**config.mk**
```make
export PLATFORM = sky130hd
export DESIGN_NAME = lef_front_flat
export DESIGN_NICKNAME = d
export VERILOG_FILES = /design/src/sv/lef_pkg.sv /design/src/sv/lef_stream_if.sv /design/src/sv/lef_front.sv /design/src/flat_wrapper.sv
export SDC_FILE = /design/constraint.sdc
export NUM_CORES = 1
export LEC_CHECK = 0
export BUFFER_PORTS_ARGS = -buffer_cell sky130_fd_sc_hd__buf_2
export CORE_UTILIZATION = 26
export CTS_BUF_LIST = sky130_fd_sc_hd__clkbuf_4
export DETAILED_ROUTE_END_ITERATION = 10
export SLEW_MARGIN = 20
export SYNTH_ARGS = -nofsm -noshare
export SYNTH_HDL_FRONTEND = slang
export SYNTH_SLANG_ARGS = --single-unit
export TNS_END_PERCENT = 30
```
**constraint.sdc**
```tcl
create_clock -name clk -period 5.2 [get_ports clk]
set_clock_uncertainty 0.05 [all_clocks]
set_input_delay 0.78 -clock clk [delete_from_list [all_inputs] [get_ports clk]]
set_output_delay 0.78 -clock clk [all_outputs]
set_load 0.02 [all_outputs]
```
**src/sv/lef_pkg.sv**
```systemverilog
// ----------------------------------------------------------------------------
// lef_pkg: shared types and constants of the Laplacian edge filter
// Pixel word, config bundle and the command word passed front to back.
// ----------------------------------------------------------------------------
package lef_pkg;

  localparam int APB_ADDR_W = 3;
  // column field of a command; covers line buffers of up to 4096 pixels
  localparam int COL_W = 12;

  localparam logic OP_PIXEL = 1'b0;

  // red in [7:0], green in [15:8], blue in [23:16]
  typedef logic [23:0] pix_t;

  typedef enum logic {
    CMD_PIXEL,
    CMD_TAIL
  } cmd_kind_t;

  typedef struct packed {
    cmd_kind_t         kind;
    logic              emit;
    logic              border;
    logic              last;
    logic              tail_prev;
    logic [COL_W-1:0]  col;
    pix_t              pix;
  } cmd_t;

  typedef struct packed {
    logic [10:0] frame_width;
    logic [11:0] frame_height;
    logic        restart;
  } cfg_t;

endpackage

```
**src/sv/lef_stream_if.sv**
```systemverilog
// ----------------------------------------------------------------------------
// lef_stream_if: pixel and result channels of the Laplacian edge filter
// Valid/ready channels; a beat moves when valid and ready are both high.
// ----------------------------------------------------------------------------
interface lef_in_if;
  logic       valid;
  logic       ready;
  logic       opcode;
  logic [7:0] pixel_red;
  logic [7:0] pixel_green;
  logic [7:0] pixel_blue;

  modport source (output valid, opcode, pixel_red, pixel_green, pixel_blue, input ready);
  modport sink   (input valid, opcode, pixel_red, pixel_green, pixel_blue, output ready);
endinterface


```
**src/sv/lef_front.sv**
```systemverilog
// ----------------------------------------------------------------------------
// lef_front: input side of the Laplacian edge filter
// Tracks input and output frame positions, classifies each beat and issues
// one command per pixel or pending tail result.
// ----------------------------------------------------------------------------
module lef_front #(
  parameter int MAX_WIDTH = 1024
) (
  input  logic          clk,
  input  logic          rst,
  input  lef_pkg::cfg_t cfg,
  lef_in_if.sink        pixels,
  input  logic          q_full,
  output logic          q_push,
  output lef_pkg::cmd_t q_cmd
);
  import lef_pkg::*;

  localparam int CW = $clog2(MAX_WIDTH);
  localparam int WW = $clog2(MAX_WIDTH + 1);

  logic [12:0]   fw_ext;
  logic [12:0]   w_clamp;
  logic [WW-1:0] w_eff;
  logic [11:0]   h_eff;
  logic [CW-1:0] in_col;
  logic [CW-1:0] out_col;
  logic [11:0]   in_row;
  logic [11:0]   out_row;
  logic [CW:0]   in_col_inc;
  logic [CW:0]   out_col_inc;
  logic          accept;
  logic          is_pix;
  logic          is_tail;
  logic          emit;
  logic          in_col_wrap;
  logic          out_col_wrap;
  logic          out_row_end;
  logic          last;

  assign fw_ext  = 13'(cfg.frame_width);
  assign w_clamp = (fw_ext < 13'd3) ? 13'd3 :
                   ((int'(fw_ext) > MAX_WIDTH) ? 13'(MAX_WIDTH) : fw_ext);
  assign w_eff   = WW'(w_clamp);
  assign h_eff   = (cfg.frame_height < 12'd3) ? 12'd3 : cfg.frame_height;

  assign pixels.ready = !q_full;
  assign accept       = pixels.valid && pixels.ready;

  assign is_pix  = (pixels.opcode == OP_PIXEL) && (in_row < h_eff);
  assign is_tail = !is_pix && (in_row >= h_eff);
  assign emit    = is_tail ||
                   (is_pix && ((in_row >= 12'd2) || ((in_row == 12'd1) && (in_col != '0))));

  assign in_col_inc   = (CW+1)'(in_col) + (CW+1)'(1);
  assign out_col_inc  = (CW+1)'(out_col) + (CW+1)'(1);
  assign in_col_wrap  = in_col_inc >= w_eff;
  assign out_col_wrap = out_col_inc >= w_eff;
  assign out_row_end  = (13'(out_row) + 13'd1) >= 13'(h_eff);
  assign last         = out_row_end && out_col_wrap;

  assign q_push           = accept && (is_pix || is_tail);
  assign q_cmd.kind       = is_tail ? CMD_TAIL : CMD_PIXEL;
  assign q_cmd.emit       = emit;
  assign q_cmd.border     = (out_row == '0) || out_row_end || (out_col == '0) || out_col_wrap;
  assign q_cmd.last       = last;
  assign q_cmd.tail_prev  = out_row_end;
  assign q_cmd.col        = is_tail ? COL_W'(out_col) : COL_W'(in_col);
  assign q_cmd.pix        = {pixels.pixel_blue, pixels.pixel_green, pixels.pixel_red};

  always_ff @(posedge clk) begin
    if (rst || cfg.restart) begin
      in_col  <= '0;
      in_row  <= '0;
      out_col <= '0;
      out_row <= '0;
    end else if (accept) begin
      if (is_pix) begin
        if (in_col_wrap) begin
          in_col <= '0;
          in_row <= in_row + 12'd1;
        end else begin
          in_col <= in_col_inc[CW-1:0];
        end
      end
      if (emit) begin
        if (last) begin
          in_col  <= '0;
          in_row  <= '0;
          out_col <= '0;
          out_row <= '0;
        end else if (out_col_wrap) begin
          out_col <= '0;
          out_row <= out_row + 12'd1;
        end else begin
          out_col <= out_col_inc[CW-1:0];
        end
      end
    end
  end

  a_in_col_range: assert property (@(posedge clk) disable iff (rst)
    (CW+1)'(in_col) < w_eff)
    else $error("input column beyond frame width");

  a_out_pos_range: assert property (@(posedge clk) disable iff (rst)
    ((CW+1)'(out_col) < w_eff) && (out_row < h_eff))
    else $error("output position beyond frame");

endmodule

```
**src/flat_wrapper.sv**
```systemverilog
// flat-port wrapper written by rule: the top's interface ports become plain ports
module lef_front_flat import lef_pkg::*;
#(
  parameter int MAX_WIDTH = 1024
)
  (clk, rst, cfg, q_full, q_push, q_cmd, pixels_valid, pixels_opcode, pixels_pixel_red, pixels_pixel_green, pixels_pixel_blue, pixels_ready);
  lef_in_if pixels_i ();
  input  logic clk;
  input  logic rst;
  input  lef_pkg::cfg_t cfg;
  input  logic q_full;
  output logic q_push;
  output lef_pkg::cmd_t q_cmd;
  input wire logic [$bits(pixels_i.valid)-1:0] pixels_valid;
  input wire logic [$bits(pixels_i.opcode)-1:0] pixels_opcode;
  input wire logic [$bits(pixels_i.pixel_red)-1:0] pixels_pixel_red;
  input wire logic [$bits(pixels_i.pixel_green)-1:0] pixels_pixel_green;
  input wire logic [$bits(pixels_i.pixel_blue)-1:0] pixels_pixel_blue;
  output wire logic [$bits(pixels_i.ready)-1:0] pixels_ready;
  assign pixels_i.valid = pixels_valid;
  assign pixels_i.opcode = pixels_opcode;
  assign pixels_i.pixel_red = pixels_pixel_red;
  assign pixels_i.pixel_green = pixels_pixel_green;
  assign pixels_i.pixel_blue = pixels_pixel_blue;
  assign pixels_ready = pixels_i.ready;
  lef_front #(.MAX_WIDTH(MAX_WIDTH)) u_core (.clk(clk), .rst(rst), .cfg(cfg), .pixels(pixels_i), .q_full(q_full), .q_push(q_push), .q_cmd(q_cmd));
endmodule
```
==> results of run 1 <==
[cell type report]
| class | count | share of cell area (%) |
|---|---|---|
| clock buffers | 5 | 0.834 |
| multi-input cells | 407 | 64.4 |
| well taps | 211 | 5.87 |
| flip-flops and latches | 44 | 19.6 |
| repair buffers | 52 | 6.17 |
| inverters | 26 | 2.17 |
| clock inverters | 3 | 0.945 |
[worst min-delay path by stage]
stage	start	end	slack, ns	depth (start not counted)
after floorplan	u_core.out_row[1]	u_core.out_row[1]	0.41	2
after global placement	u_core.out_row[1]	u_core.out_row[1]	0.43	2
after detailed placement	u_core.out_row[1]	u_core.out_row[1]	0.43	2
after CTS	u_core.out_row[1]	u_core.out_row[1]	0.45	2
after global routing	u_core.out_row[11]	u_core.out_row[11]	0.49	2
final	u_core.out_row[1]	u_core.out_row[1]	0.45	2
[per-stage QoR]
step	hold slack [ns]	total power [mW]	util, %	std cells	area [um2]
after detailed placement	0.432	0.427	28.7	740	4420
after global routing	0.488	0.683	29.2	748	4500
after global placement	0.429	0.426	28.7	740	4420
final	0.453	0.647	29.2	748	4500
after floorplan	0.412	0.424	-	525	4180
after CTS	0.452	0.655	29.2	748	4500
[power breakdown]
part	internal (mW)	switching [mW]
sequential	0.338	0.000521
clock	0.100	0.127
combinational	0.0301	0.0517
total	0.468	0.179
[Yosys cell counts (3+ instances only)]
master,n,area share (%)
ha_1,53,16
nand2_1,47,4.2
dfxtp_1,44,21
a21oi_1,38,4.6
o21ai_0,33,4.0
buf_4,30,5.4
nand3_1,29,3.5
nor2_1,29,2.6
inv_1,25,2.2
and3_1,22,3.3
xor2_1,19,4.0
clkbuf_1,15,1.3
xnor2_1,15,3.1
nor4_1,11,1.6
nor3_1,9,1.1
mux2_2,8,2.2
nand3b_1,8,1.4
nor2b_1,7,1.0
a21o_1,5,0.90
a22o_1,4,0.84
nand2b_1,4,0.60
nand4_1,4,0.60
a211oi_1,3,0.54
a22oi_1,3,0.54
a32o_1,3,0.72
nand4b_1,3,0.63
or3_1,3,0.45
[worst max-delay path: stages (launching register included)]
cell and delay (ns):
dfxtp_1 0.43, ha_1 0.29, nand3_1 0.10, nor2_1 0.24, and3_1 0.32, nand3_1 0.13
xnor2_1 0.25, ha_1 0.30, a21o_1 0.19, a221o_1 0.34, a211oi_1 0.24, o31a_1 0.27
inv_1 0.21, buf_2 0.23
[per-layer routing]
metal  vias to the layer above  share of wire, %
li1                       1880                 -
met1                      1687                51
met2                        90                43
met3                        15               5.1
met4                         0               1.5
met5                         -                 0
[registers in the layout, summed over array words and instances, names as in the netlist]
name            count
u_core.out_col     10
u_core.out_row     12
u_core.in_row      12
u_core.in_col      10
[cells by family (layout without fill, tap and decap cells)]
family / count (synthesis) / after routing / synth area share, %
AND/OR/NAND/NOR: 194 / 194 / 25.8
AO/OA/AOI/OAI: 113 / 113 / 17.6
buffers and inverters: 74 / 86 / 9.58
adder cells (fa/ha/maj): 55 / 55 / 16.4
flip-flops: 44 / 44 / 21.1
XOR/XNOR: 34 / 34 / 7.13
multiplexers: 9 / 9 / 2.43
other: 1 / 2 / 0.0898
==> metrics.md, run 1 <==
| Metric | Value |
|---|---|
| CP Capture Type | output port |
| RSZ-0062 raised after global routing | false |
| Remaining Overflow, GRT | 0 |
| Core Area | 15400 um2 |
| Critical path launch point type | flip-flop |
| H-tree levels | 2 |
| Post-cts gate resize count | 0 |
| DRT iter0 DRCs | 195 |
| Setup slack after layout | 0.457 ns |
| Antenna diodes | 0 |
| #FFs+latches synth | 44 |
| Die height | 129 um |
| Worst rel slew slack | 31.6% |
| Worst-case reg-to-reg path depth | 16 |
| Root buffer cell | clkbuf_4 |
| Total Routing Usage GR | 13.8% |
| Synth unique cells | 65 |
| Pwr/cell area | 144 nW/um2 |
| Fillers | 1725 |
| Commonest non-fill, non-tap cells in the layout | ha_1 (53), nand2_1 (47), buf_2 (45), dfxtp_1 (44), a21oi_1 (38) |
| Final Max Tran Viols | 0 |
| R2r endpoint | u_core.in_col[9] |
| Initial antenna violation count | 0 |
| Clock transition at the registers of the reported paths | 0.16 ns |
| Register-to-register path setup slack | 0.88 ns |
| Register area share after synthesis | 21.1% |
| Kind of critical path | flip-flop to output port |
| Die W | 129 um |
| Clk sinks | 44 |
| Vias per cell | 4.91 |
| Nets | 642 |
| I/O Pins | 96 |
| Post-route setup TNS | 0 ns |
| Async set or reset register ratio after synthesis | 0% |
| Die ar. | 16600 um2 |
| Worst Path Arrival | 3.91 ns |
| Most used flip-flop cell after synthesis | dfxtp_1 |
| PortBufs | 45 |
| Pleak | 1.98 nW |
| Required @ worst endpoint | 4.37 ns |
| Final worst-path cycle share | 91.2% |
| Crit Path Max Fanout | 11 |
| GRT Max-Usage Layer | met2 |
| Hold Fails Final Rpt | 0 |
| Worst-case clock buffer depth | 2 |
| Critical path launch point | u_core.out_row[0] |
| Crit path time final | 4.74 ns |
| Worst Tran Pin Value | 1.01 ns |
| Pre-CTS setup slack | 0.673 ns |
| Vias after detailed routing | 3672 |
| GPL Wtd Cong | 0.837 |
| Post-Syn Area | 4180 um2 |
| Max Cap Viol | 0 |
| First-pass GRT wire length | 18400 um |
| Skew-Pair Late Insertion Delay | 0.39 ns |
| Post-Synthesis Cells | 524 |
| # setup viols final | 0 |
| Critical path capture point | q_cmd[36] |
| Cts hold-fix bufs | 0 |
| Starting Density | 27.1% |
| Post-DP HPWL | 8340 um |
| Run status | completed |
| Worst r2r src | u_core.out_row[0] |
| Register Area | 881 um2 |
| Mean Syn Cell Area | 7.97 um2 |
| GR Layer Usage met1 | 19.5% |
| Fmax | 211 MHz |
| DR pass1 iterations | 4 |
| CTS buffer count | 5 |
| Worst hold path type | flip-flop to flip-flop |
| Drt drc | 0 |
| Met3 GRT Util | 2.20% |
| Post-synth EDFFs | 0 |
| Routed wire length | 10700 um |
| Wire per inst | 14.3 um |
| VDD IR max | 0.0000701 V |
| Global-route met2 utilization | 21.8% |
| Num rows | 45 |
| Post-CTS Setup Repair Bufs | 0 |
| Vias in the first global route | 3629 |
| Synth warnings | 0 |
| CTS tree | done |
| Area Overhead vs Synth | 7.73% |
| Commonest non-fill, non-tap cell in the layout | ha_1 |
| Layout cells sized above 1 | 15.5% |
| Multi-input gate area | 2900 um2 |
| Pin count of the biggest net entering global routing | 25 |
| DRT antenna net count | 0 |
Note: power is estimated with default switching activity, not from simulation.
==> run 2, diff against run 1 <==
BUFFER_PORTS_ARGS = -buffer_cell sky130_fd_sc_hd__buf_4   (was -buffer_cell sky130_fd_sc_hd__buf_2)
==> run 2 against run 1 <==
  * Final cell count up 0.13%
  * Total power down 5.3%
  * First-iteration DRC count up 22%
  * Design area up 2.3%
  * Via count up 0.27%
  * Critical path type unchanged
==> metrics.md, run 2 (synthesis results as in run 1) <==
| Metric | Value |
|---|---|
| Pin count of the biggest net entering global routing | 25 |
| Critical path launch point type | flip-flop |
| Max Cap Viol | 0 |
| H-tree levels | 2 |
| Crit Path Max Fanout | 11 |
| CP max-delay cell | dfxtp_1 |
| Cts hold-fix bufs | 0 |
| Area Overhead vs Synth | 10.2% |
| Post-route setup TNS | 0 ns |
| # setup viols final | 0 |
| Comb power frac | 14.5% |
| PortBufs | 45 |
| Pre-CTS setup slack | 0.703 ns |
| Commonest non-fill, non-tap cells in the layout | ha_1 (53), buf_4 (52), nand2_1 (47), dfxtp_1 (44), a21oi_1 (38) |
| Routed wire length | 10600 um |
| CTS tree | done |
| Vias in the first global route | 3489 |
| I/O Pins | 96 |
| Clock share of power | 30.3% |
| Crit path time final | 4.70 ns |
| Placed instance area | 4530 um2 |
| CP peak stage delay | 0.46 ns |
| Flop pwr share | 55.2% |
| Net Sw Frac | 30.2% |
| Run status | completed |
| GPL Wtd Cong | 0.838 |
| Core Area | 15400 um2 |
| Pwr/cell area | 133 nW/um2 |
| Vias per cell | 4.92 |
| Starting Density | 27.1% |
| Metal-1 WL | 5440 um |
| DRT antenna net count | 0 |
| Root buffer cell | clkbuf_4 |
| Final worst-path cycle share | 90.4% |
| Max layer used | met4 |
| Biggest regs | u_core.in_row (12), u_core.out_row (12) |
| Required @ worst endpoint | 4.37 ns |
| Final Max Tran Viols | 0 |
| Critical Path, Cell by Cell | ha_1 -> nand3_1 -> nor2_1 -> and3_1 -> nand3_1 -> xnor2_1 -> ha_1 -> a21o_1 -> a221o_1 -> a211oi_1 -> o31a_1 -> inv_1 -> buf_4 |
| Die ar. | 16600 um2 |
| Setup slack after layout | 0.502 ns |
| Die height | 129 um |
| Pwr Total | 0.613 mW |
| First-pass GRT wire length | 17500 um |
| Vias after detailed routing | 3682 |
| Drt drc | 0 |
| Post-CTS Setup Repair Bufs | 0 |
| Crit path max-delay family | compound AO/OA/AOI/OAI gates |
| WL met3 | 494 um |
| Worst hold slack | 0.460 ns |
| CP Capture Type | output port |
| RSZ-0062 raised after global routing | false |
| Initial antenna violation count | 0 |
| Fin area | 4600 um2 |
| Commonest non-fill, non-tap cell in the layout | ha_1 |
| DR pass1 iterations | 5 |
| Remaining Overflow, GRT | 0 |
| Post-cts gate resize count | 0 |
| Worst-case clock buffer depth | 2 |
| Die W | 129 um |
| Post-DP HPWL | 8330 um |
| Layout cells sized above 1 | 15.6% |
| CTS buffer count | 5 |
| Fmax | 213 MHz |
| DR WL met2 | 4500 um |
| DRT iter0 DRCs | 237 |
| CP Buf/Inv Count | 2 |
| Worst Path Arrival | 3.87 ns |
| Worst hold path type | flip-flop to flip-flop |
| Skew-Pair Late Insertion Delay | 0.40 ns |
| VDD IR max | 0.0000648 V |
| Clk sinks | 44 |
| Num rows | 45 |
| Internal Pwr Total | 0.428 mW |
| Worst Tran Pin Value | 0.933 ns |
| Wire per inst | 14.2 um |
| Clock transition at the registers of the reported paths | 0.17 ns |
| Psw | 0.185 mW |
| Kind of critical path | flip-flop to output port |
| Worst rel slew slack | 37.8% |
| Total Routing Usage GR | 13.2% |
| Pleak | 1.99 nW |
| Nets | 642 |
| Hold Fails Final Rpt | 0 |
## run 2: worst reg2reg max path: stages (launching register included)
cell,delay [ns]
dfxtp_1,0.46
ha_1,0.28
nand3_1,0.10
nor2_1,0.22
and3_1,0.31
nand3_1,0.12
xnor2_1,0.26
ha_1,0.30
a21o_1,0.18
a221o_1,0.33
a211oi_1,0.22
o31a_1,0.25
buf_4,0.21
o31ai_2,0.11
a21oi_1,0.44
a22o_1,0.21
## run 2: final timing paths
check | from | end | slack, ns | depth (start not counted)
worst min-delay path | u_core.out_row[1] | u_core.out_row[1] | 0.46 | 2
worst max-delay path | u_core.out_row[0] | q_cmd[36] | 0.50 | 13
worst max register to register | u_core.out_row[0] | u_core.in_col[4] | 1.08 | 15
worst min register to register | u_core.out_row[1] | u_core.out_row[1] | 0.46 | 2
## run 2: layout make-up
cell class / count / area (um2)
flip-flops and latches: 44 / 881
repair buffers: 52 / 390
clock buffers: 5 / 37.5
clock inverters: 3 / 23.8
inverters: 26 / 97.6
diodes: 1 / 2.50
well taps: 211 / 264
multi-input cells: 407 / 2910
fillers: 1692 / 10800
## run 2: power by group through the flow
stage | combinational, mW | sequential, mW | clock, mW
global route | 0.0987 | 0.338 | 0.202
CTS | 0.0884 | 0.338 | 0.190
detailed placement | 0.0880 | 0.345 | 0
floorplan | 0.0790 | 0.345 | 0
finish | 0.0888 | 0.338 | 0.186
global placement | 0.0874 | 0.345 | 0
## run 2: metrics by stage
stage                     utilization [%]  instances
after floorplan                         -        525
final                                29.8        749
after CTS                            29.8        748
after detailed placement             29.4        740
after global placement               29.4        740
after global routing                 29.8        748
## run 2: layer usage
metal | track usage [%] | vias to the layer above
met4 | 3.94 | 0
met5 | 0 | -
met3 | 2.08 | 11
met1 | 18.6 | 1714
met2 | 20.4 | 78
li1 | - | 1879
