===== config.mk =====
export PLATFORM = sky130hd
export DESIGN_NAME = lef_queue
export DESIGN_NICKNAME = d
export VERILOG_FILES = /design/src/sv/lef_pkg.sv /design/src/sv/lef_queue.sv
export SDC_FILE = /design/constraint.sdc
export NUM_CORES = 1
export LEC_CHECK = 0
export BUFFER_PORTS_ARGS = -buffer_cell sky130_fd_sc_hd__buf_2
export CORE_UTILIZATION = 45
export CTS_CLUSTER_SIZE = 28
export DETAILED_ROUTE_END_ITERATION = 10
export PLACE_DENSITY_LB_ADDON = 0.05
export SKIP_LAST_GASP = 1
export SLEW_MARGIN = 10
export SYNTH_ARGS = -nofsm -noshare
export SYNTH_HDL_FRONTEND = slang
export SYNTH_SLANG_ARGS = --single-unit

===== constraint.sdc =====
create_clock -name clk -period 5.67 [get_ports clk]
set_input_delay 0.567 -clock clk [delete_from_list [all_inputs] [get_ports clk]]
set_output_delay 0.567 -clock clk [all_outputs]
set_load 0.05 [all_outputs]

===== src/sv/lef_pkg.sv =====
// ----------------------------------------------------------------------------
// lef_pkg: shared types and constants of the Laplacian edge filter
// Pixel word, config bundle and the command word passed front to back.
// ----------------------------------------------------------------------------
package lef_pkg;

  localparam int APB_ADDR_W = 3;
  // column field of a command; covers line buffers of up to 4096 pixels
  localparam int COL_W = 12;

  localparam logic OP_PIXEL = 1'b0;

  // red in [7:0], green in [15:8], blue in [23:16]
  typedef logic [23:0] pix_t;

  typedef enum logic {
    CMD_PIXEL,
    CMD_TAIL
  } cmd_kind_t;

  typedef struct packed {
    cmd_kind_t         kind;
    logic              emit;
    logic              border;
    logic              last;
    logic              tail_prev;
    logic [COL_W-1:0]  col;
    pix_t              pix;
  } cmd_t;

  typedef struct packed {
    logic [10:0] frame_width;
    logic [11:0] frame_height;
    logic        restart;
  } cfg_t;

endpackage


===== src/sv/lef_queue.sv =====
// ----------------------------------------------------------------------------
// lef_queue: command queue between front and back of the edge filter
// Four-entry circular buffer; head is presented combinationally.
// ----------------------------------------------------------------------------
module lef_queue (
  input  logic          clk,
  input  logic          rst,
  input  logic          push,
  input  lef_pkg::cmd_t push_cmd,
  output logic          full,
  input  logic          pop,
  output logic          head_valid,
  output lef_pkg::cmd_t head_cmd
);
  import lef_pkg::*;

  localparam int DEPTH = 4;
  localparam int PW    = $clog2(DEPTH);

  cmd_t          entries [DEPTH];
  logic [PW-1:0] wr_ptr;
  logic [PW-1:0] rd_ptr;
  logic [PW:0]   count;

  assign full       = count == (PW+1)'(DEPTH);
  assign head_valid = count != '0;
  assign head_cmd   = entries[rd_ptr];

  always_ff @(posedge clk) begin
    if (rst) begin
      wr_ptr <= '0;
      rd_ptr <= '0;
      count  <= '0;
    end else begin
      if (push) begin
        wr_ptr <= wr_ptr + PW'(1);
      end
      if (pop) begin
        rd_ptr <= rd_ptr + PW'(1);
      end
      if (push && !pop) begin
        count <= count + (PW+1)'(1);
      end else if (pop && !push) begin
        count <= count - (PW+1)'(1);
      end
    end
  end

  always_ff @(posedge clk) begin
    if (push) begin
      entries[wr_ptr] <= push_cmd;
    end
  end

  a_no_overflow: assert property (@(posedge clk) disable iff (rst)
    !(push && full) && !(pop && !head_valid))
    else $error("queue over- or underflow");

endmodule


==> impl_metrics.tcl, run 1 <==
set metrics [dict create \
    run_status "finished, final reports clean" \
    drive_gt1_frac 0.4382 \
    cts_inserted_buffers 17 \
    synth-seq-area-share 0.7980 \
    final.min_clock_period_ns 2.778 \
    cts_hold_repair.buffers 0 \
    cp_slowest_stage_delay_ns 0.91 \
    crit_path_cell_trace "mux4_1, buf_2" \
    gp_routability_congestion 0.6108 \
    ant_nets 0 \
    mostFrequentLayoutCell "sky130_fd_sc_hd__edfxtp_1" \
    ioPinCount 88 \
    most_frequent_cells_in_the_layout "sky130_fd_sc_hd__edfxtp_1, sky130_fd_sc_hd__buf_2, sky130_fd_sc_hd__mux4_2, sky130_fd_sc_hd__clkbuf_16" \
    clock-root-buffer "sky130_fd_sc_hd__clkbuf_16" \
    vias_in_the_first_global_route 2965 \
    layout.cell_area.non_filler_mm2 0.007545 \
    grt_setup_unrepaired "no" \
    synth_largest_type_area_fraction 0.7698 \
    routed_wire_length_per_instance_um 19.34 \
    detailed_place.area_mm2 0.006987 \
    detail_route.first_pass.iterations 4 \
    maxSlewViolCount 0 \
    number_of_antenna_violations_at_the_first_check_in_global_routing 1 \
    dieHeight_um 121.2 \
    layout_overhead_on_the_synthesized_area_pct 17.93 \
    floorplan.die_area_mm2 0.01470 \
    final_net_count 410 \
    number_of_port_buffers 87 \
    multi_input_area_mm2 0.001164 \
    drt_iter0_markers 165 \
    achievable-frequency_ghz 0.3599 \
    final_util 0.5435 \
    syn_area_mm2 0.006397 \
    drt-vias-per-instance 5.148 \
    die_width_um 121.2 \
    setup_viol_count_final 0 \
    grt_first_pass_wirelength_mm 16.12 \
    cts_resized 0 \
    synthesis.instances 259 \
    num_vias 2847 \
    critPathKind "flip-flop to primary output" \
    syn-mean-instance-area_um2 24.70 \
    fillCellCount 1102 \
    regArea_mm2 0.005110 \
    synth_seq_cells 173 \
    cts-htree-levels 4 \
    min-delay-path-class "primary input to flip-flop" \
    synth_nets 310 \
    tritoncts "yes" \
    yosysUniqueCellTypes 22 \
    clk_path_buf_depth 2 \
    clk_pin_slew_ns 0.06 \
    cts_setup_buffers 0 \
    clock_sinks 173 \
    rows 43 \
    total_leakage_power_nw 2.565 \
    global_route.usage.total 0.1586 \
    crit_path_end_kind "primary output" \
    drv_cap 0 \
    yosysWarningCount 0 \
    floorplan.initialDensity 0.4609 \
    synth_largest_area_cell "sky130_fd_sc_hd__edfxtp_1" \
    drc_errors 0 \
    crit_path_top_delay_cell "sky130_fd_sc_hd__dfxtp_4" \
    timing.final.crit_share 0.4900 \
    finalHoldViolCount 0 \
    transition_time_at_the_pin_with_the_least_slew_margin_ns 0.8453 \
    dp_hpwl_mm 6.323 \
    worst_slack_ns 2.892 \
    drt_wl_total_mm 10.70 \
    worst_setup_path_start_kind "flip-flop" \
    crit_arrival_ns 2.21 \
    worst_skew_pair.late_latency_ns 0.42 \
    largest_net_degree_at_the_start_of_global_routing 42 \
    gr-total-overflow 0 \
    worst_path_maximum_fanout 41 \
    setup-tns-final_ns 0 \
    cell_pwr_density_mw_per_mm2 394.8 \
    preCtsSetupSlack_ns 3.236 \
    max_slew_margin 0.4364 \
    ys_top_cells_by_area "sky130_fd_sc_hd__edfxtp_1, sky130_fd_sc_hd__mux4_2, sky130_fd_sc_hd__dfxtp_1" \
    crit_required_ns 5.10 \
    ir_worst_vdd_uv 221.4 \
    core_footprint_mm2 0.01388 \
    skew_ns 0.004170 \
]
==> worst max-delay path, delay by kind of cell (launching register included) <==
kind	cells	cell delay, ns
flip-flops	1	0.91
multiplexers	1	0.64
buffers and inverters	1	0.23
==> cell families after synthesis <==
kind of cell               count (synthesis)  synth area share
and+or+nand+nor                           15           0.01173
AOI/OAI and AO/OA                          2          0.001563
adders and majority gates                  6           0.01291
DFF                                      173            0.7980
xor gates and xnor gates                   5          0.006847
muxes                                     43            0.1481
buffers and inverters                     15           0.02093
==> registers in the layout, summed over array words and instances, names as in the netlist, named ones only <==
signal / flops
count: 3
entries: 164
rd_ptr: 2
wr_ptr: 2
==> final cells by class <==
| cell class | count | share of cell area |
|---|---|---|
| diodes | 1 | 0.0003317 |
| clock buffers | 17 | 0.05638 |
| clock inverters | 15 | 0.01725 |
| inverters | 4 | 0.001990 |
| multi-input cells | 71 | 0.1542 |
| flip-flops and latches | 173 | 0.6773 |
| well taps | 180 | 0.02985 |
| repair buffers | 92 | 0.06269 |
==> worst paths after layout <==
| check | start | end | slack (ns) | cells past startpoint |
|---|---|---|---|---|
| worst max-delay path | flip-flop | head_cmd[36] | 2.89 | 2 |
| worst min-delay path | push_cmd[36] | entries[3][36]$_DFFE_PP_ | 0.36 | 1 |
| worst max register to register | wr_ptr[0]$_SDFFE_PP0P_ | entries[1][16]$_DFFE_PP_ | 3.82 | 3 |
| worst min register to register | count[2]$_SDFFE_PP0P_ | count[2]$_SDFFE_PP0P_ | 0.51 | 2 |
==> power breakdown <==
| group | internal [mW] | total, mW | switching, mW |
|---|---|---|---|
| Combinational | 0.124 | 0.396 | 0.271 |
| Sequential | 1.47 | 1.50 | 0.0368 |
| Clock | 0.636 | 1.08 | 0.445 |
==> layer usage <==
| layer | GRT usage | share of wire | up-vias |
|---|---|---|---|
| met5 | 0 | 0 | - |
| met4 | 0.06944 | 0.015 | 0 |
| met3 | 0.05169 | 0.052 | 12 |
| met2 | 0.2539 | 0.50 | 67 |
| met1 | 0.1981 | 0.43 | 1486 |
| li1 | - | - | 1282 |
==> metrics by stage <==
step | hold WS (ns) | total power, mW | std cells
floorplan | 0.4614 | 1.838 | 259
CTS | 0.3409 | 3.019 | 552
global route | 0.3445 | 3.087 | 552
detailed placement | 0.5067 | 1.935 | 520
finish | 0.3631 | 2.979 | 553
global placement | 0.4769 | 1.929 | 520
==> cell usage after synthesis <==
| cell | count |
|---|---|
| sky130_fd_sc_hd__nor3b_1 | 1 |
| sky130_fd_sc_hd__mux4_1 | 1 |
| sky130_fd_sc_hd__inv_1 | 4 |
| sky130_fd_sc_hd__buf_2 | 4 |
| sky130_fd_sc_hd__buf_6 | 1 |
| sky130_fd_sc_hd__nand2_1 | 1 |
| sky130_fd_sc_hd__clkbuf_1 | 1 |
| sky130_fd_sc_hd__and2_1 | 4 |
| sky130_fd_sc_hd__buf_12 | 4 |
| sky130_fd_sc_hd__buf_1 | 1 |
| sky130_fd_sc_hd__a21oi_1 | 1 |
| sky130_fd_sc_hd__xor2_1 | 3 |
| sky130_fd_sc_hd__dfxtp_1 | 9 |
| sky130_fd_sc_hd__o21ai_0 | 1 |
| sky130_fd_sc_hd__fa_1 | 1 |
| sky130_fd_sc_hd__ha_1 | 5 |
| sky130_fd_sc_hd__mux2i_1 | 2 |
| sky130_fd_sc_hd__mux4_2 | 40 |
| sky130_fd_sc_hd__nor2_1 | 7 |
| sky130_fd_sc_hd__xnor2_1 | 2 |
| sky130_fd_sc_hd__edfxtp_1 | 164 |
| sky130_fd_sc_hd__or3_1 | 2 |
Power figures use the tool's default switching activity.
==> run 2, diff against run 1 <==
Clock period 5.67 ns to 2.5 ns, I/O delays scaled along.
==> impl_metrics.tcl, run 2 (same netlist as run 1, synthesis figures left out) <==
set metrics [dict create \
    ant_nets 0 \
    setup-tns-final_ns 0 \
    maxSlewViolCount 0 \
    core_footprint_mm2 0.01388 \
    most_frequent_cells_in_the_layout "sky130_fd_sc_hd__edfxtp_1, sky130_fd_sc_hd__buf_2, sky130_fd_sc_hd__mux4_2, sky130_fd_sc_hd__clkbuf_16" \
    cts_resized 0 \
    run_status "finished, final reports clean" \
    multi_input_area_mm2 0.001164 \
    number_of_port_buffers 87 \
    layout_overhead_on_the_synthesized_area_pct 19.79 \
    flip_flop_count_of_the_largest_register_all_copies_and_words_added 164 \
    drive_gt1_frac 0.4480 \
    crit_path_end_kind "primary output" \
    cpLargestDelayFamily "flip-flops" \
    r2r.worst_path.cells 3 \
    grt_first_pass_wirelength_mm 16.56 \
    worst_skew_pair.late_latency_ns 0.41 \
    drt-vias-per-instance 5.124 \
    timing.final.crit_share 0.9194 \
    cell_pwr_density_mw_per_mm2 899.7 \
    cts_inserted_buffers 17 \
    die_width_um 121.2 \
    cts_setup_buffers 0 \
    grt_setup_unrepaired "no" \
    mostFrequentLayoutCell "sky130_fd_sc_hd__edfxtp_1" \
    regArea_mm2 0.005110 \
    fillCellCount 1078 \
    number_of_antenna_violations_at_the_first_check_in_global_routing 0 \
    worst_hold_path.num_cells 1 \
    net-switching-power_mw 1.716 \
    floorplan.die_area_mm2 0.01470 \
    clock_sinks 173 \
    cell_internal_power_dissipation_mw 5.179 \
    critical_path.n_buffers_inverters 2 \
    worst_setup_path_start_kind "flip-flop" \
    largest_net_degree_at_the_start_of_global_routing 42 \
    num_vias 2844 \
    drt_wl_total_mm 10.66 \
    gr-total-overflow 0 \
    max_flop_register "entries" \
    max_slew_margin 0.6909 \
    insertedDiodeCount 0 \
    rows 43 \
    power_frac_seq 0.491 \
    pwr-share-comb 0.138 \
    clk_pin_slew_ns 0.06 \
    crit_required_ns 2.25 \
    crit_path_cell_trace "buf_12, mux4_2, buf_2" \
    routed_wire_length_per_instance_um 19.20 \
    dp_hpwl_mm 6.393 \
    achievable-frequency_ghz 0.4351 \
    setup_viol_count_final 0 \
    critPathKind "flip-flop to primary output" \
    preCtsSetupSlack_ns 0.5838 \
    global_route.usage.total 0.1601 \
    worst_slack_ns 0.2015 \
    cts-htree-levels 4 \
    clk_path_buf_depth 2 \
    min-delay-path-class "primary input to flip-flop" \
    ir_worst_vdd_uv 468.5 \
    vias_in_the_first_global_route 2932 \
    tritoncts "yes" \
    layout_top_registers "entries x164, count x3" \
    ioPinCount 88 \
    clock-root-buffer "sky130_fd_sc_hd__clkbuf_16" \
    crit_cells 3 \
    cts_hold_repair.buffers 0 \
    drt_iter0_markers 190 \
    detail_route.first_pass.iterations 6 \
    drv_cap 0 \
    transition_time_at_the_pin_with_the_least_slew_margin_ns 0.4636 \
    drc_errors 0 \
    crit_arrival_ns 2.05 \
    floorplan.initialDensity 0.4609 \
    final_net_count 413 \
    final.min_clock_period_ns 2.298 \
    dieHeight_um 121.2 \
    power.clock.fraction 0.371 \
    power.share.switching 0.2488 \
    total_leakage_power_nw 2.627 \
    finalHoldViolCount 0 \
    worst_path_maximum_fanout 20 \
    cp_slowest_stage_delay_ns 0.65 \
    gp_routability_congestion 0.6800 \
    crit_path_top_delay_cell "sky130_fd_sc_hd__dfxtp_4" \
    skew_ns 0.005248 \
]
run 2: changes by cell type in the layout (fill, tap and decap cells not counted), sizes merged:
| cell | change |
|---|---|
| diode | -1 |
| clkinvlp | -3 |
| bufinv | +1 |
| buf | +3 |
| clkinv | +2 |
run 2: path summary, 6_finish.rpt:
check	end	slack (ns)	from
max	head_cmd[39]	0.20	flip-flop
max reg2reg	entries[1][33]$_DFFE_PP_	0.94	wr_ptr[0]$_SDFFE_PP0P_
min reg2reg	count[2]$_SDFFE_PP0P_	0.50	count[2]$_SDFFE_PP0P_
min	entries[3][11]$_DFFE_PP_	0.05	push_cmd[11]
run 2: area by class of cell:
class | instances | share of cell area
Inverter | 4 | 0.001959
Clock inverter | 15 | 0.02008
Sequential cell | 173 | 0.6668
Tap cell | 180 | 0.02939
Timing Repair Buffer | 95 | 0.07445
Clock buffer | 17 | 0.05551
Multi-Input combinational cell | 71 | 0.1518
run 2: stage by stage:
stage                       util  hold WS, ns  cells  power (mW)  instance area, µm²
after floorplan                -       0.3489    259       4.169                6397
after global placement    0.5104       0.4624    523       4.405                7084
after detailed placement  0.5104       0.4665    523       4.417                7084
after CTS                 0.5521      0.02934    555       6.978                7664
after global routing      0.5521      0.03255    555       7.138                7664
final                     0.5521      0.05103    555       6.895                7664
run 2: metal layers:
layer	up-vias	part of all wire	track usage	routed length, µm
li1	1292	-	-	-
met1	1480	0.47	0.2179	4959
met2	60	0.47	0.2407	5051
met3	12	0.047	0.05545	498
met4	0	0.014	0.05556	145
met5	-	0	0	0
run 2: power groups by stage:
stage                     Combinational [mW]  Sequential [mW]  Clock [mW]
after floorplan                        0.753             3.42           0
after global placement                 0.956             3.45           0
after detailed placement               0.965             3.45           0
after CTS                              0.967             3.39        2.62
after global routing                    1.01             3.40        2.73
final                                  0.949             3.39        2.56
==> run 3, diff against run 2 <==
==> constraint.sdc (replaced) <==
create_clock -name clk -period 2.5 [get_ports clk]
set_input_delay 0.5 -clock clk [delete_from_list [all_inputs] [get_ports clk]]
set_output_delay 0.5 -clock clk [all_outputs]
set_load 0.05 [all_outputs]
==> impl_metrics.tcl, run 3 (same netlist as run 1, synthesis figures left out) <==
set metrics [dict create \
    grt_first_pass_wirelength_mm 16.97 \
    largest_net_degree_at_the_start_of_global_routing 42 \
    drt_iter0_markers 222 \
    final.min_clock_period_ns 2.322 \
    drt_wl_total_mm 11.16 \
    setup-tns-final_ns 0 \
    clock_sinks 173 \
    cts_resized 0 \
    floorplan.initialDensity 0.4609 \
    worst_path_maximum_fanout 23 \
    clock-root-buffer "sky130_fd_sc_hd__clkbuf_16" \
    setup_viol_count_final 0 \
    ioPinCount 88 \
    gp_routability_congestion 0.6679 \
    core_footprint_mm2 0.01388 \
    achievable-frequency_ghz 0.4306 \
    crit_path_top_delay_cell "sky130_fd_sc_hd__mux4_1" \
    drt-vias-per-instance 5.098 \
    dp_hpwl_mm 6.748 \
    critical_path.n_buffers_inverters 2 \
    cts_hold_repair.buffers 0 \
    number_of_port_buffers 87 \
    rows 43 \
    max_slew_margin 0.7192 \
    drive_gt1_frac 0.4550 \
    num_vias 2850 \
    gr-total-overflow 0 \
    number_of_antenna_violations_at_the_first_check_in_global_routing 1 \
    transition_time_at_the_pin_with_the_least_slew_margin_ns 0.4213 \
    regArea_mm2 0.005110 \
    run_status "finished, final reports clean" \
    min-delay-path-class "primary input to flip-flop" \
    skew_ns 0.009472 \
    detail_route.first_pass.iterations 4 \
    total_power_mw 6.930 \
    worst_setup_path_start_kind "flip-flop" \
    cpLargestDelayFamily "multiplexers" \
    global_route.usage.total 0.1650 \
    die_width_um 121.2 \
    maxSlewViolCount 0 \
    total_leakage_power_nw 2.631 \
    drv_cap 0 \
    ir_worst_vdd_uv 552.0 \
    grt_setup_unrepaired "no" \
    floorplan.die_area_mm2 0.01470 \
    cts_setup_buffers 0 \
    clk_path_buf_depth 2 \
    tritoncts "yes" \
    crit_required_ns 2.00 \
    timing.final.crit_share 0.9289 \
    most_frequent_cells_in_the_layout "sky130_fd_sc_hd__edfxtp_1, sky130_fd_sc_hd__buf_2, sky130_fd_sc_hd__mux4_2, sky130_fd_sc_hd__clkbuf_16" \
    fillCellCount 1087 \
    max_flop_register "entries" \
    drc_errors 0 \
    worst_skew_pair.late_latency_ns 0.42 \
    cp_slowest_stage_delay_ns 0.58 \
    crit_path_cell_trace "buf_12, mux4_1, buf_2" \
    ant_nets 0 \
    multi_input_area_mm2 0.001164 \
    cts_inserted_buffers 17 \
    critPathKind "flip-flop to primary output" \
    cts-htree-levels 4 \
    layout_overhead_on_the_synthesized_area_pct 20.01 \
    cell_pwr_density_mw_per_mm2 902.7 \
    layout_top_registers "entries x164, count x3" \
    mostFrequentLayoutCell "sky130_fd_sc_hd__edfxtp_1" \
    final_net_count 416 \
    clk_pin_slew_ns 0.06 \
    dieHeight_um 121.2 \
    finalHoldViolCount 0 \
    crit_arrival_ns 1.82 \
    vias_in_the_first_global_route 3077 \
    routed_wire_length_per_instance_um 19.97 \
    flip_flop_count_of_the_largest_register_all_copies_and_words_added 164 \
    final_util 0.5531 \
    crit_path_end_kind "primary output" \
]
[run 3: final timing paths]
check,from,to,slack [ns],cells past startpoint
worst max-delay path,flip-flop,head_cmd[36],0.18,3
worst min register to register,count[2]$_SDFFE_PP0P_,count[2]$_SDFFE_PP0P_,0.51,2
worst min-delay path,push_cmd[0],entries[2][0]$_DFFE_PP_,0.29,1
worst max register to register,count[0]$_SDFFE_PP0P_,count[2]$_SDFFE_PP0P_,1.01,4
[run 3: area by class of cell]
cell class,count,area share
sequential,173,0.6656
timing repair buffer,98,0.07562
tap,180,0.02934
antenna,1,0.0003259
multi-input combinational,71,0.1516
inverter,4,0.001956
clock buffer,18,0.05590
clock inverter,14,0.01972
[run 3: stage by stage]
stage / worst slack (ns) / cells / instance area (µm²) / hold slack, ns
4_1_cts: 0.1376 / 558 / 7675 / 0.2769
5_1_grt: 0.08669 / 558 / 7675 / 0.2757
3_3_place_gp: 0.5768 / 526 / 7094 / 0.4843
3_5_place_dp: 0.5327 / 526 / 7094 / 0.4896
6_report: 0.1778 / 559 / 7677 / 0.2945
2_1_floorplan: 0.5029 / 259 / 6397 / 0.4614
[run 3: report_power, final]
| part | leakage [nW] | internal [mW] | switching (mW) | total (mW) |
|---|---|---|---|---|
| Clock | 0.274 | 1.55 | 1.03 | 2.58 |
| Combinational | 0.775 | 0.311 | 0.660 | 0.972 |
| Sequential | 1.58 | 3.32 | 0.0497 | 3.37 |
[run 3: metal layers]
layer | vias to the layer above | part of all wire | routed length, µm | track usage
met5 | - | 0 | 0 | 0
met4 | 0 | 0.016 | 179 | 0.07407
met3 | 13 | 0.050 | 558 | 0.05310
met2 | 64 | 0.49 | 5460 | 0.2550
met1 | 1478 | 0.44 | 4966 | 0.2141
li1 | 1295 | - | - | -
