==> src/sv/lef_pkg.sv <==
// ----------------------------------------------------------------------------
// lef_pkg: shared types and constants of the Laplacian edge filter
// Pixel word, config bundle and the command word passed front to back.
// ----------------------------------------------------------------------------
package lef_pkg;

  localparam int APB_ADDR_W = 3;
  // column field of a command; covers line buffers of up to 4096 pixels
  localparam int COL_W = 12;

  localparam logic OP_PIXEL = 1'b0;

  // red in [7:0], green in [15:8], blue in [23:16]
  typedef logic [23:0] pix_t;

  typedef enum logic {
    CMD_PIXEL,
    CMD_TAIL
  } cmd_kind_t;

  typedef struct packed {
    cmd_kind_t         kind;
    logic              emit;
    logic              border;
    logic              last;
    logic              tail_prev;
    logic [COL_W-1:0]  col;
    pix_t              pix;
  } cmd_t;

  typedef struct packed {
    logic [10:0] frame_width;
    logic [11:0] frame_height;
    logic        restart;
  } cfg_t;

endpackage

==> src/sv/lef_cfg.sv <==
// ----------------------------------------------------------------------------
// lef_cfg: APB register file of the Laplacian edge filter
// Holds frame width and height; any write restarts the frame counters.
// ----------------------------------------------------------------------------
module lef_cfg (
  input  logic                           clk,
  input  logic                           rst,
  input  logic                           psel,
  input  logic                           penable,
  input  logic                           pwrite,
  input  logic [lef_pkg::APB_ADDR_W-1:0] paddr,
  input  logic [31:0]                    pwdata,
  output logic [31:0]                    prdata,
  output logic                           pready,
  output lef_pkg::cfg_t                  cfg
);
  import lef_pkg::*;

  localparam logic REG_WIDTH  = 1'b0;
  localparam logic REG_HEIGHT = 1'b1;

  logic [10:0] frame_width;
  logic [11:0] frame_height;
  logic        wr;

  assign pready = 1'b1;
  assign wr     = psel && penable && pwrite && pready;

  always_ff @(posedge clk) begin
    if (rst) begin
      frame_width  <= 11'd640;
      frame_height <= 12'd500;
    end else if (wr) begin
      if (paddr[2] == REG_WIDTH) begin
        frame_width <= pwdata[10:0];
      end else begin
        frame_height <= pwdata[11:0];
      end
    end
  end

  assign prdata = (paddr[2] == REG_HEIGHT) ? {20'd0, frame_height} : {21'd0, frame_width};

  assign cfg.frame_width  = frame_width;
  assign cfg.frame_height = frame_height;
  assign cfg.restart      = wr;

endmodule

==> config.mk <==
export PLATFORM = sky130hd
export DESIGN_NAME = lef_cfg
export DESIGN_NICKNAME = d
export VERILOG_FILES = /design/src/sv/lef_pkg.sv /design/src/sv/lef_cfg.sv
export SDC_FILE = /design/constraint.sdc
export NUM_CORES = 1
export LEC_CHECK = 0
export BUFFER_PORTS_ARGS = -buffer_cell sky130_fd_sc_hd__buf_2
export CORE_MARGIN = 4
export CORE_UTILIZATION = 43
export DETAILED_ROUTE_END_ITERATION = 7
export PLACE_DENSITY = 0.93
export SYNTH_ARGS = -nofsm -noshare
export SYNTH_HDL_FRONTEND = slang
export SYNTH_SLANG_ARGS = --single-unit
==> constraint.sdc <==
create_clock -name clk -period 2.3 [get_ports clk]
set_input_delay 0.115 -clock clk [delete_from_list [all_inputs] [get_ports clk]]
set_output_delay 0.115 -clock clk [all_outputs]
set_load 0.01 [all_outputs]
==> metrics.sh, run 1 <==
GRT_PASS1_WL_UM=4080
FIRST_ITER_VIOLATIONS=16
COMB_POWER_SHARE_PCT=16.8
DRC=0
PEAKVDDDROP_V=0.000264
FINAL_LAYOUT_SIZE_SUFFIX_GT1_SHARE_PCT=37.6
POST_SYNTH_AND_OR_NAND_NOR_AREA_FRACTION_PCT=20.2
CTS_RESIZED=0
HOLD_PATH_CLASS='in -> reg'
POWER_REPORT.INTERNAL_TOTAL_uW=527
LAYOUT.CELLS.MOST_COMMON_LIST='buf_2, nand2b_1, mux2i_1, dfxtp_1, conb_1'
REG2REG_SETUP_SLACK_NS=1.63
TIMING.CRITICAL_PATH.TO='prdata[4]'
YOSYS_REGISTER_BITS=23
FMAXACHIEVABLE_GHz=0.854
RUN_STATUS='finished, final reports clean'
P_LEAK_nW=0.700
SYNTHADDERAREAFRAC_PCT=0
FINISH.NET_COUNT=222
SEQPWRFRAC_PCT=57.6
FINAL.FILL_COUNT=262
GR-USAGE-ALL-LAYERS_PCT=12.7
SYNTH_COMPOUND_AREA_SHARE_PCT=0
WORST-PATH-MAX-FANOUT=3
PORT_BUFFERS=53
CP-START-KIND='register'
ROUTE.DETAILED.WL_PER_INST_UM=12.3
POSTSYNTHCELLCOUNT=134
GROUTE.LAYER.MET1.USAGE_PCT=13.4
FIN_CRIT_NS=1.17
TOTAL_SWITCHING_POWER_uW=190
FIRST_PASS_ITERS=3
SYNTH.DISTINCT_CELLS=15
GRT_SETUP_UNREPAIRED='false'
CLOCK_TREE.HTREE_LEVEL_COUNT=1
END_KIND='output port'
SYNTH_XOR_AREA_SHARE_PCT=0
SYNTH_TOP_FAMILY_BY_AREA='multiplexers'
POST_CTS.REPAIR.SETUP_BUFFERS=0
HOLD_VIOL=0
CORE-AREA_MM2=0.00281
SYNTHESIS.AREA_MM2=0.00129
CRITPATHREQUIREDTIME_NS=2.18
CLOCK_LATENCY_NS=0.31
SETUP_VIOLATIONS=0
CTS_HOLD_REPAIR.BUFFERS=0
FIN_SKEW_NS=0
SWITCHING_SHARE_PCT=26.5
DP_HPWL_UM=1930
ANTENNA_CELLS_INSERTED=0
MOSTFREQUENTLAYOUTCELL='buf_2'
GROUTE.LAYER.MET3.USAGE_PCT=4.14
SLOWEST_DELAY_NS=0.35
FP_ROWS=19
WORST-SETUP-PATH-TYPE='reg -> out'
VIAS_PER_CELL=4.63
TRITONCTS='built'
TOP_LEVEL_PORTS=97
GLOBALROUTE.TOTALOVERFLOW=0
TIMING_MAX_TRANSITION_VIOLATIONS_FINAL=0
SYNTH.YOSYS.SEQ_AREA_SHARE_PCT=35.8
WIRELENGTH_UM=2610
CP_TOP_FAMILY='flip-flops'
LARGEST_NET_DEGREE_AT_THE_START_OF_GLOBAL_ROUTING=42
CLKSINKCOUNT=23
MULTI_INPUT_AREA_UM2=693
FINAL_MIN_PERIOD_OVER_CLOCK_PERIOD_PCT=50.9
REGISTER_AREA_UM2=460
FP.DIEH_UM=62.7
POSTROUTEANTENNANETS=0
CP_NUM_CELLS=2
ROUTABILITYCONGESTION=0.652
CRITPATHBUFINV=1
CTS.CLK_SLEW.WORST_PATHS_NS=0.12
TIMING.RR.END='frame_height[2]$_SDFFE_PP1P_'
ORIGIN_OF_THE_CRITICAL_FLOP_TO_FLOP_PATH='frame_height[2]$_SDFFE_PP1P_'
ANTENNA_FOUND_INITIAL=0
INITIAL_CORE_UTIL_PCT=45.9
CLOCK_POWER_SHARE_PCT=25.7
TOTAL_POWER_uW=717
SETUP_TNS_NS=0
MUXSHAREOFSYNTHAREA_PCT=27.5
DIEWIDTH_UM=62.7
POWER_DENSITY_mW_PER_MM2=484
CLK_ROOT_BUFFER_CELL='clkbuf_4'
SLOWEST_CP_CELL='dfxtp_1'
FP.DIEAREA_MM2=0.00393
YS_WARN_COUNT=0
ROUTE.VIAS.TOTAL=982
WORST_REG_TO_REG_CELLS=2
AREA.GROWTH.SYNTH_TO_FINAL_PCT=15.4
SYN_AVG_CELL_AREA_UM2=9.60
CLK_PATH_BUF_DEPTH=2
TIMING.MAX_CAP.VIOLATIONS=0
FIRST_GLOBAL_VIAS=914
GLOBALROUTEMET2UTIL_PCT=24.0
CTS_BUFFERS=3
MAX-SLEW-MARGIN-REL_PCT=61.5
CRITICAL_PATH.CELL_CHAIN='mux2_2, buf_2'
TOP_USAGE_LAYER='met2'
CP.ARRIVAL_NS=1.06
TIGHTEST_SLEW_NS=0.577
CRITPATHLAUNCH='frame_width[4]$_SDFFE_PP0P_'
-- power groups by stage --
stage | Sequential, mW | Clock [mW] | Combinational (mW)
CTS | 0.413 | 0.193 | 0.121
global placement | 0.422 | 0 | 0.118
floorplan | 0.426 | 0 | 0.102
global route | 0.415 | 0.208 | 0.132
detailed placement | 0.422 | 0 | 0.121
finish | 0.413 | 0.184 | 0.120
-- registers in the layout, summed over array words and instances, names as in the netlist --
register,flops
frame_width,11
frame_height,12
-- Yosys cell counts (all sizes together) --
cell type,n,area [um2]
and2,1,6.26
nand4,1,6.26
mux2i,23,230
nand2b,26,163
and3,1,6.26
buf,25,189
dfxtp,23,460
and4,1,8.76
nor2,15,56.3
and4b,1,13.8
conb,2,7.51
mux2,11,124
clkbuf,4,15.0
-- metrics by stage --
stage               setup slack (ns)  instances  utilization [%]  cell area, um2  hold WS (ns)
detailed placement             0.857        208             52.0            1460         0.396
floorplan                       1.48        153                -            1360         0.270
finish                          1.13        212             52.9            1480        0.0578
CTS                             1.11        212             52.9            1480        0.0495
global placement               0.891        208             52.0            1460         0.385
global route                    1.07        212             52.9            1480        0.0555
-- worst min path at each step --
| stage | end | cells after the start | startpoint | slack [ns] |
|---|---|---|---|---|
| 6_report | frame_width[5]$_SDFFE_PP0P_ | 3 | pwdata[5] | 0.06 |
| 5_1_grt | frame_width[5]$_SDFFE_PP0P_ | 3 | pwdata[5] | 0.06 |
| 4_1_cts | frame_width[5]$_SDFFE_PP0P_ | 3 | pwdata[5] | 0.05 |
| 3_5_place_dp | frame_height[11]$_SDFFE_PP0P_ | 3 | pwdata[11] | 0.40 |
| 3_3_place_gp | frame_width[7]$_SDFFE_PP1P_ | 3 | pwdata[7] | 0.38 |
| 2_1_floorplan | frame_height[11]$_SDFFE_PP0P_ | 2 | pwdata[11] | 0.27 |
-- worst reg2reg max path, stage by stage, from the launching register on --
cell	delay [ns]
dfxtp_1	0.34
nor2_1	0.11
mux2i_1	0.09
-- routing by layer --
metal  up-vias  part of all wire (%)
met4         0                  0.69
met1       454                    41
met2        38                    51
met5         -                     0
li1        488                     -
met3         2                   7.7
-- final cells by class --
class | count | share of cell area (%)
multi-input cells | 101 | 46.7
clock buffers | 4 | 1.77
flip-flops and latches | 23 | 31.0
repair buffers | 53 | 17.9
well taps | 31 | 2.61
-- cell families (layout without fill, tap and decap cells) --
group,Yosys count,after routing
other,2,21
and+or+nand+nor,46,46
DFF,23,23
buffers and inverters,29,57
muxes,34,34
Power figures use the tool's default switching activity.
==> run 2, diff against run 1 <==
Settings changed: CORE_UTILIZATION 43 to 40, PLACE_DENSITY 0.93 to 0.88.
Clock period 2.3 ns to 1.2 ns, I/O delays scaled along.
==> run 2 against run 1 <==
Compared with the run above: first-iteration DRC count up 140%; combinational power grew 98%; register-to-register slack worse by 1.0 ns; sequential power increased by 92%; worst hold slack lost 0.042 ns; clock power is 90% higher; count of clock-buffer cells in the layout did not move; largest power group unchanged.
==> metrics.sh, run 2 (synthesized netlist as in run 1, its figures left out) <==
LARGEST_NET_DEGREE_AT_THE_START_OF_GLOBAL_ROUTING=42  # unchanged
FP_ROWS=20  # was 19
CP.ARRIVAL_NS=1.06  # about the same
INITIAL_CORE_UTIL_PCT=42.1  # was 45.9%
SETUP_TNS_NS=0  # unchanged
CRITPATHREQUIREDTIME_NS=1.14  # was 2.18 ns
CLKSINKCOUNT=23  # unchanged
SLOWEST_CP_CELL='dfxtp_1'  # unchanged
HOLD_VIOL=0  # unchanged
FIRST_PASS_ITERS=3  # unchanged
LAYOUT.CELLS.MOST_COMMON_LIST='buf_2, nand2b_1, mux2i_1, dfxtp_1, conb_1'  # unchanged
CLK_ROOT_BUFFER_CELL='clkbuf_4'  # unchanged
TOP_LEVEL_PORTS=97  # unchanged
FINAL_MIN_PERIOD_OVER_CLOCK_PERIOD_PCT=93.3
FMAXACHIEVABLE_GHz=0.893
ANTENNA_CELLS_INSERTED=0  # unchanged
CORE-AREA_MM2=0.00305  # was 0.00281 mm2
STDCELL_COUNT=229  # was 212
CLOCK_LATENCY_NS=0.30  # was 0.31 ns
CLK_PATH_BUF_DEPTH=2  # unchanged
SETUP_VIOLATIONS=0  # unchanged
CTS.CLK_SLEW.WORST_PATHS_NS=0.12  # about the same
CLOCK_TREE.HTREE_LEVEL_COUNT=1  # unchanged
DP_HPWL_UM=1900  # was 1930 um
LARGEST_REGISTER_FFS=12  # unchanged
TIMING.MAX_CAP.VIOLATIONS=0  # unchanged
FINAL.FILL_COUNT=314  # was 262
TIGHTEST_SLEW_NS=0.547  # was 0.577 ns
PEAKVDDDROP_V=0.000520  # was 0.000264 V
FIRST_ITER_VIOLATIONS=39  # was 16
FP.DIEAREA_MM2=0.00419  # was 0.00393 mm2
GRT_SETUP_UNREPAIRED='false'  # unchanged
MULTI_INPUT_AREA_UM2=693  # unchanged
WIRELENGTH_UM=2580  # was 2610 um
VIAS_PER_CELL=4.25  # was 4.63
P_LEAK_nW=0.719  # was 0.700 nW
TIMING_MAX_TRANSITION_VIOLATIONS_FINAL=0  # unchanged
DIEWIDTH_UM=64.7  # was 62.7 um
LARGEST_REGISTERS='frame_height: 12 flops, frame_width: 11 flops'  # unchanged
WORST-SETUP-PATH-TYPE='reg -> out'  # unchanged
WORST-PATH-MAX-FANOUT=3  # unchanged
GRT_PASS1_WL_UM=4110  # was 4080 um
SLOWEST_DELAY_NS=0.35  # about the same
END_KIND='output port'  # unchanged
DRC=0  # unchanged
RUN_STATUS='finished, final reports clean'  # unchanged
MOSTFREQUENTLAYOUTCELL='buf_2'  # unchanged
ROUTE.VIAS.TOTAL=973  # was 982
FIN_CRIT_NS=1.12
NUMPLACEDINSTANCES=223  # was 208
ANTENNA_FOUND_INITIAL=0  # unchanged
HOLD_SLACK_NS=0.0161  # was 0.0578 ns
PORT_BUFFERS=53  # unchanged
CRITICAL_PATH.CELL_CHAIN='mux2_2, buf_2'  # unchanged
CTS_BUFFERS=3  # unchanged
ROUTABILITYCONGESTION=0.659  # was 0.652
TOP_REGISTER='frame_height'  # unchanged
FINAL_UTIL_PCT=50.3  # was 52.9%
POWER_DENSITY_mW_PER_MM2=899  # was 484 mW/mm2
GR-USAGE-ALL-LAYERS_PCT=12.4  # was 12.7%
GLOBALROUTE.TOTALOVERFLOW=0  # unchanged
FINAL_LAYOUT_SIZE_SUFFIX_GT1_SHARE_PCT=37.8  # was 37.6%
ROUTE.DETAILED.WL_PER_INST_UM=11.3  # was 12.3 um
AREA.GROWTH.SYNTH_TO_FINAL_PCT=19.4  # was 15.4%
FIRST_GLOBAL_VIAS=906  # was 914
TOTAL_POWER_mW=1.38  # was 717 uW
POSTROUTEANTENNANETS=0  # unchanged
POST_CTS.REPAIR.SETUP_BUFFERS=0  # unchanged
FIN_SKEW_NS=0  # unchanged
MAX-SLEW-MARGIN-REL_PCT=63.5  # was 61.5%
HOLD_PATH_CLASS='in -> reg'  # unchanged
FINISH.NET_COUNT=226  # was 222
REGISTER_AREA_UM2=460  # unchanged
TRITONCTS='built'  # unchanged
FP.DIEH_UM=64.7  # was 62.7 um
CP-START-KIND='register'  # unchanged
==> run 2: changes by cell type in the layout (fill, tap and decap cells not counted), sizes merged <==
cell	delta
buf	+2
dlygate4sd3	+2
==> run 2: where the power goes <==
part	switching [mW]	internal (mW)
combinational	0.130	0.108
sequential	0.0117	0.781
clock	0.220	0.129
total	0.362	1.02
==> run 2: metal layers <==
layer	global-route usage, %	vias to the layer above	part of all wire [%]
li1	-	499	-
met1	15.0	435	44
met2	21.3	37	48
met5	0	-	0
met4	4.75	0	0.66
met3	2.77	2	7.1
==> run 2: final timing paths <==
| path | cells after the start | from | slack, ns | to |
|---|---|---|---|---|
| worst max-delay path | 2 | frame_height[3]$_SDFFE_PP0P_ | 0.08 | prdata[3] |
| worst min-delay path | 3 | pwdata[6] | 0.02 | frame_width[6]$_SDFFE_PP0P_ |
| worst max register to register | 2 | frame_height[1]$_SDFFE_PP0P_ | 0.58 | frame_height[1]$_SDFFE_PP0P_ |
| worst min register to register | 2 | frame_height[11]$_SDFFE_PP0P_ | 0.49 | frame_height[11]$_SDFFE_PP0P_ |
==> run 2: through the flow <==
| step | cell area (um2) | setup WS [ns] |
|---|---|---|
| global route | 1540 | 0.0262 |
| CTS | 1530 | 0.0747 |
| global placement | 1490 | 0.242 |
| finish | 1540 | 0.0805 |
| detailed placement | 1490 | 0.236 |
| floorplan | 1360 | 0.436 |
==> run 2: timing repair <==
| action | 4_1_cts | 5_1_grt |
|---|---|---|
| hold endpoints to repair | 1 | 1 |
| resized for setup | 0 | 0 |
| hold buffers | 1 | 1 |
==> run 2: worst max-delay path, delay by kind of cell, from the launching register on <==
| kind | cells | cell delay (ns) |
|---|---|---|
| multiplexers | 1 | 0.27 |
| flip-flops | 1 | 0.35 |
| buffers and inverters | 1 | 0.15 |
==> run 2: layout make-up <==
| cell class | count | share of cell area (%) |
|---|---|---|
| Tap cell | 44 | 3.59 |
| Sequential cell | 23 | 30.0 |
| Timing Repair Buffer | 57 | 19.6 |
| Multi-Input combinational cell | 101 | 45.2 |
| Clock buffer | 4 | 1.71 |
==> run 3, diff against run 2 <==
Settings changed: PLACE_DENSITY 0.88 to 0.85.
==> run 3 against run 2 <==
Compared with the run above: register-to-register slack hardly changed; die area did not move; critical path depth unchanged; maximum frequency rose by 0.29%; critical endpoint is now prdata[4]; largest power group unchanged.
==> metrics.sh, run 3 (synthesized netlist as in run 1, its figures left out) <==
RUN_STATUS='finished, final reports clean'  # unchanged
FP.DIEAREA_MM2=0.00419  # unchanged
LARGEST_NET_DEGREE_AT_THE_START_OF_GLOBAL_ROUTING=42  # unchanged
POSTLAYOUTSETUPSLACKWORST_NS=0.0838  # was 0.0805 ns
HOLD_PATH_CLASS='in -> reg'  # unchanged
CORE-AREA_MM2=0.00305  # unchanged
SETUP_VIOLATIONS=0  # unchanged
TOP_LEVEL_PORTS=97  # unchanged
AREA.GROWTH.SYNTH_TO_FINAL_PCT=22.3  # was 19.4%
FIRST_ITER_VIOLATIONS=27  # was 39
FIRST_PASS_ITERS=4  # was 3
MOSTFREQUENTLAYOUTCELL='buf_2'  # unchanged
END_KIND='output port'  # unchanged
CP-START-KIND='register'  # unchanged
FIRST_GLOBAL_VIAS=926  # was 906
FINAL.FILL_COUNT=310  # was 314
DIEWIDTH_UM=64.7  # unchanged
POWER_DENSITY_mW_PER_MM2=891  # was 899 mW/mm2
DP_HPWL_UM=1980  # was 1900 um
CLK_PATH_BUF_DEPTH=2  # unchanged
GRT_SETUP_UNREPAIRED='false'  # unchanged
TIGHTEST_SLEW_NS=0.544  # was 0.547 ns
FP_ROWS=20  # unchanged
CLKSINKCOUNT=23  # unchanged
GLOBALROUTE.TOTALOVERFLOW=0  # unchanged
ANTENNA_FOUND_INITIAL=0  # unchanged
GRT_PASS1_WL_UM=4310  # was 4110 um
POST_CTS.REPAIR.SETUP_BUFFERS=0  # unchanged
WORST-PATH-MAX-FANOUT=3  # unchanged
GR-USAGE-ALL-LAYERS_PCT=13.0  # was 12.4%
LARGEST_REGISTERS='frame_height: 12 flops, frame_width: 11 flops'  # unchanged
SETUP_TNS_NS=0  # unchanged
WORST-SETUP-PATH-TYPE='reg -> out'  # unchanged
HOLD_VIOL=0  # unchanged
INITIAL_CORE_UTIL_PCT=42.1  # unchanged
ANTENNA_CELLS_INSERTED=0  # unchanged
TRITONCTS='built'  # unchanged
TIMING_MAX_TRANSITION_VIOLATIONS_FINAL=0  # unchanged
ROUTABILITYCONGESTION=0.690  # was 0.659
CLOCK_TREE.HTREE_LEVEL_COUNT=1  # unchanged
CLK_ROOT_BUFFER_CELL='clkbuf_4'  # unchanged
VIAS_PER_CELL=4.30  # was 4.25
CLOCK_LATENCY_NS=0.30  # about the same
CTS.CLK_SLEW.WORST_PATHS_NS=0.13  # was 0.12 ns
P_LEAK_nW=0.736  # was 0.719 nW
ROUTE.DETAILED.WL_PER_INST_UM=11.4  # was 11.3 um
ROUTE.VIAS.TOTAL=1001  # was 973
POSTROUTEANTENNANETS=0  # unchanged
POST-PLACE-WS_NS=0.224  # was 0.236 ns
TIMING.MAX_CAP.VIOLATIONS=0  # unchanged
WIRELENGTH_UM=2660  # was 2580 um
MAX-SLEW-MARGIN-REL_PCT=63.8  # was 63.5%
FINAL_MIN_PERIOD_OVER_CLOCK_PERIOD_PCT=93.0  # was 93.3%
POST_DP_CELL_AREA_MM2=0.00150  # was 0.00149 mm2
FP.DIEH_UM=64.7  # unchanged
FMAXACHIEVABLE_GHz=0.896  # was 0.893 GHz
DRC=0  # unchanged
CP.ARRIVAL_NS=1.06  # about the same
TOP_REGISTER='frame_height'  # unchanged
FINALINSTANCEAREA_MM2=0.00157  # was 0.00154 mm2
PORT_BUFFERS=53  # unchanged
LARGEST_REGISTER_FFS=12  # unchanged
FINISH.NET_COUNT=230  # was 226
LAYOUT.CELLS.MOST_COMMON_LIST='buf_2, nand2b_1, mux2i_1, dfxtp_1, conb_1'  # unchanged
FIN_SKEW_NS=0  # unchanged
PEAKVDDDROP_V=0.000721  # was 0.000520 V
CRITPATHREQUIREDTIME_NS=1.14  # about the same
FIN_CRIT_NS=1.12  # about the same
CTS_BUFFERS=3  # unchanged
FINAL_LAYOUT_SIZE_SUFFIX_GT1_SHARE_PCT=37.6  # was 37.8%
==> run 3: cell count changes in the layout (fill, tap and decap cells not counted) <==
cell           before  now
dlygate4sd3_1       2    5
buf_4               2    3
==> run 3: through the flow <==
step           hold WS (ns)  total power [mW]  utilization, %  std cells
2_1_floorplan         0.215              1.01               -        153
3_3_place_gp          0.330              1.04            49.0        224
3_5_place_dp          0.336              1.05            49.0        224
4_1_cts           0.0000900              1.42            51.5        233
5_1_grt              0.0149              1.48            51.5        233
6_report             0.0108              1.40            51.5        233
==> run 3: final timing paths <==
check / from / cells past startpoint / endpoint / slack, ns
max reg2reg: frame_width[1]$_SDFFE_PP0P_ / 2 / frame_width[1]$_SDFFE_PP0P_ / 0.57
min reg2reg: frame_height[9]$_SDFFE_PP0P_ / 2 / frame_height[9]$_SDFFE_PP0P_ / 0.49
max: frame_width[4]$_SDFFE_PP0P_ / 2 / prdata[4] / 0.08
min: pwdata[8] / 3 / frame_width[8]$_SDFFE_PP0P_ / 0.01
==> run 3: metal layers <==
layer | vias to the layer above | routed length (um) | GRT usage (%) | part of all wire, %
met5 | - | 0 | 0 | 0
met4 | 0 | 16 | 3.17 | 0.60
met3 | 2 | 167 | 3.64 | 6.3
met2 | 40 | 1270 | 22.9 | 48
met1 | 453 | 1210 | 15.5 | 45
li1 | 506 | - | - | -
==> run 3: where the power goes <==
group | leakage [nW] | internal, mW | switching (mW) | total [mW]
Clock | 0.0150 | 0.130 | 0.230 | 0.360
Sequential | 0.186 | 0.781 | 0.0115 | 0.792
Combinational | 0.535 | 0.117 | 0.132 | 0.248
==> run 3: layout make-up <==
cell class / count / area, um2 / share of cell area (%)
Timing Repair Buffer: 61 / 338 / 21.5
Multi-Input combinational cell: 101 / 693 / 44.1
Clock buffer: 4 / 26.3 / 1.67
Tap cell: 44 / 55.1 / 3.50
Sequential cell: 23 / 460 / 29.3
==> run 3: worst max-delay path, cell delays in order, from the launching register on <==
cell     delay (ns)
dfxtp_1        0.35
mux2_2         0.27
buf_2          0.14
==> run 3: timing repair <==
| action | 4_1_cts | 5_1_grt |
|---|---|---|
| gates resized for setup | 0 | 0 |
| hold endpoints to repair | 5 | 0 |
| hold buffers | 5 | 0 |
| endpoints found under the setup margin | 0 | 0 |
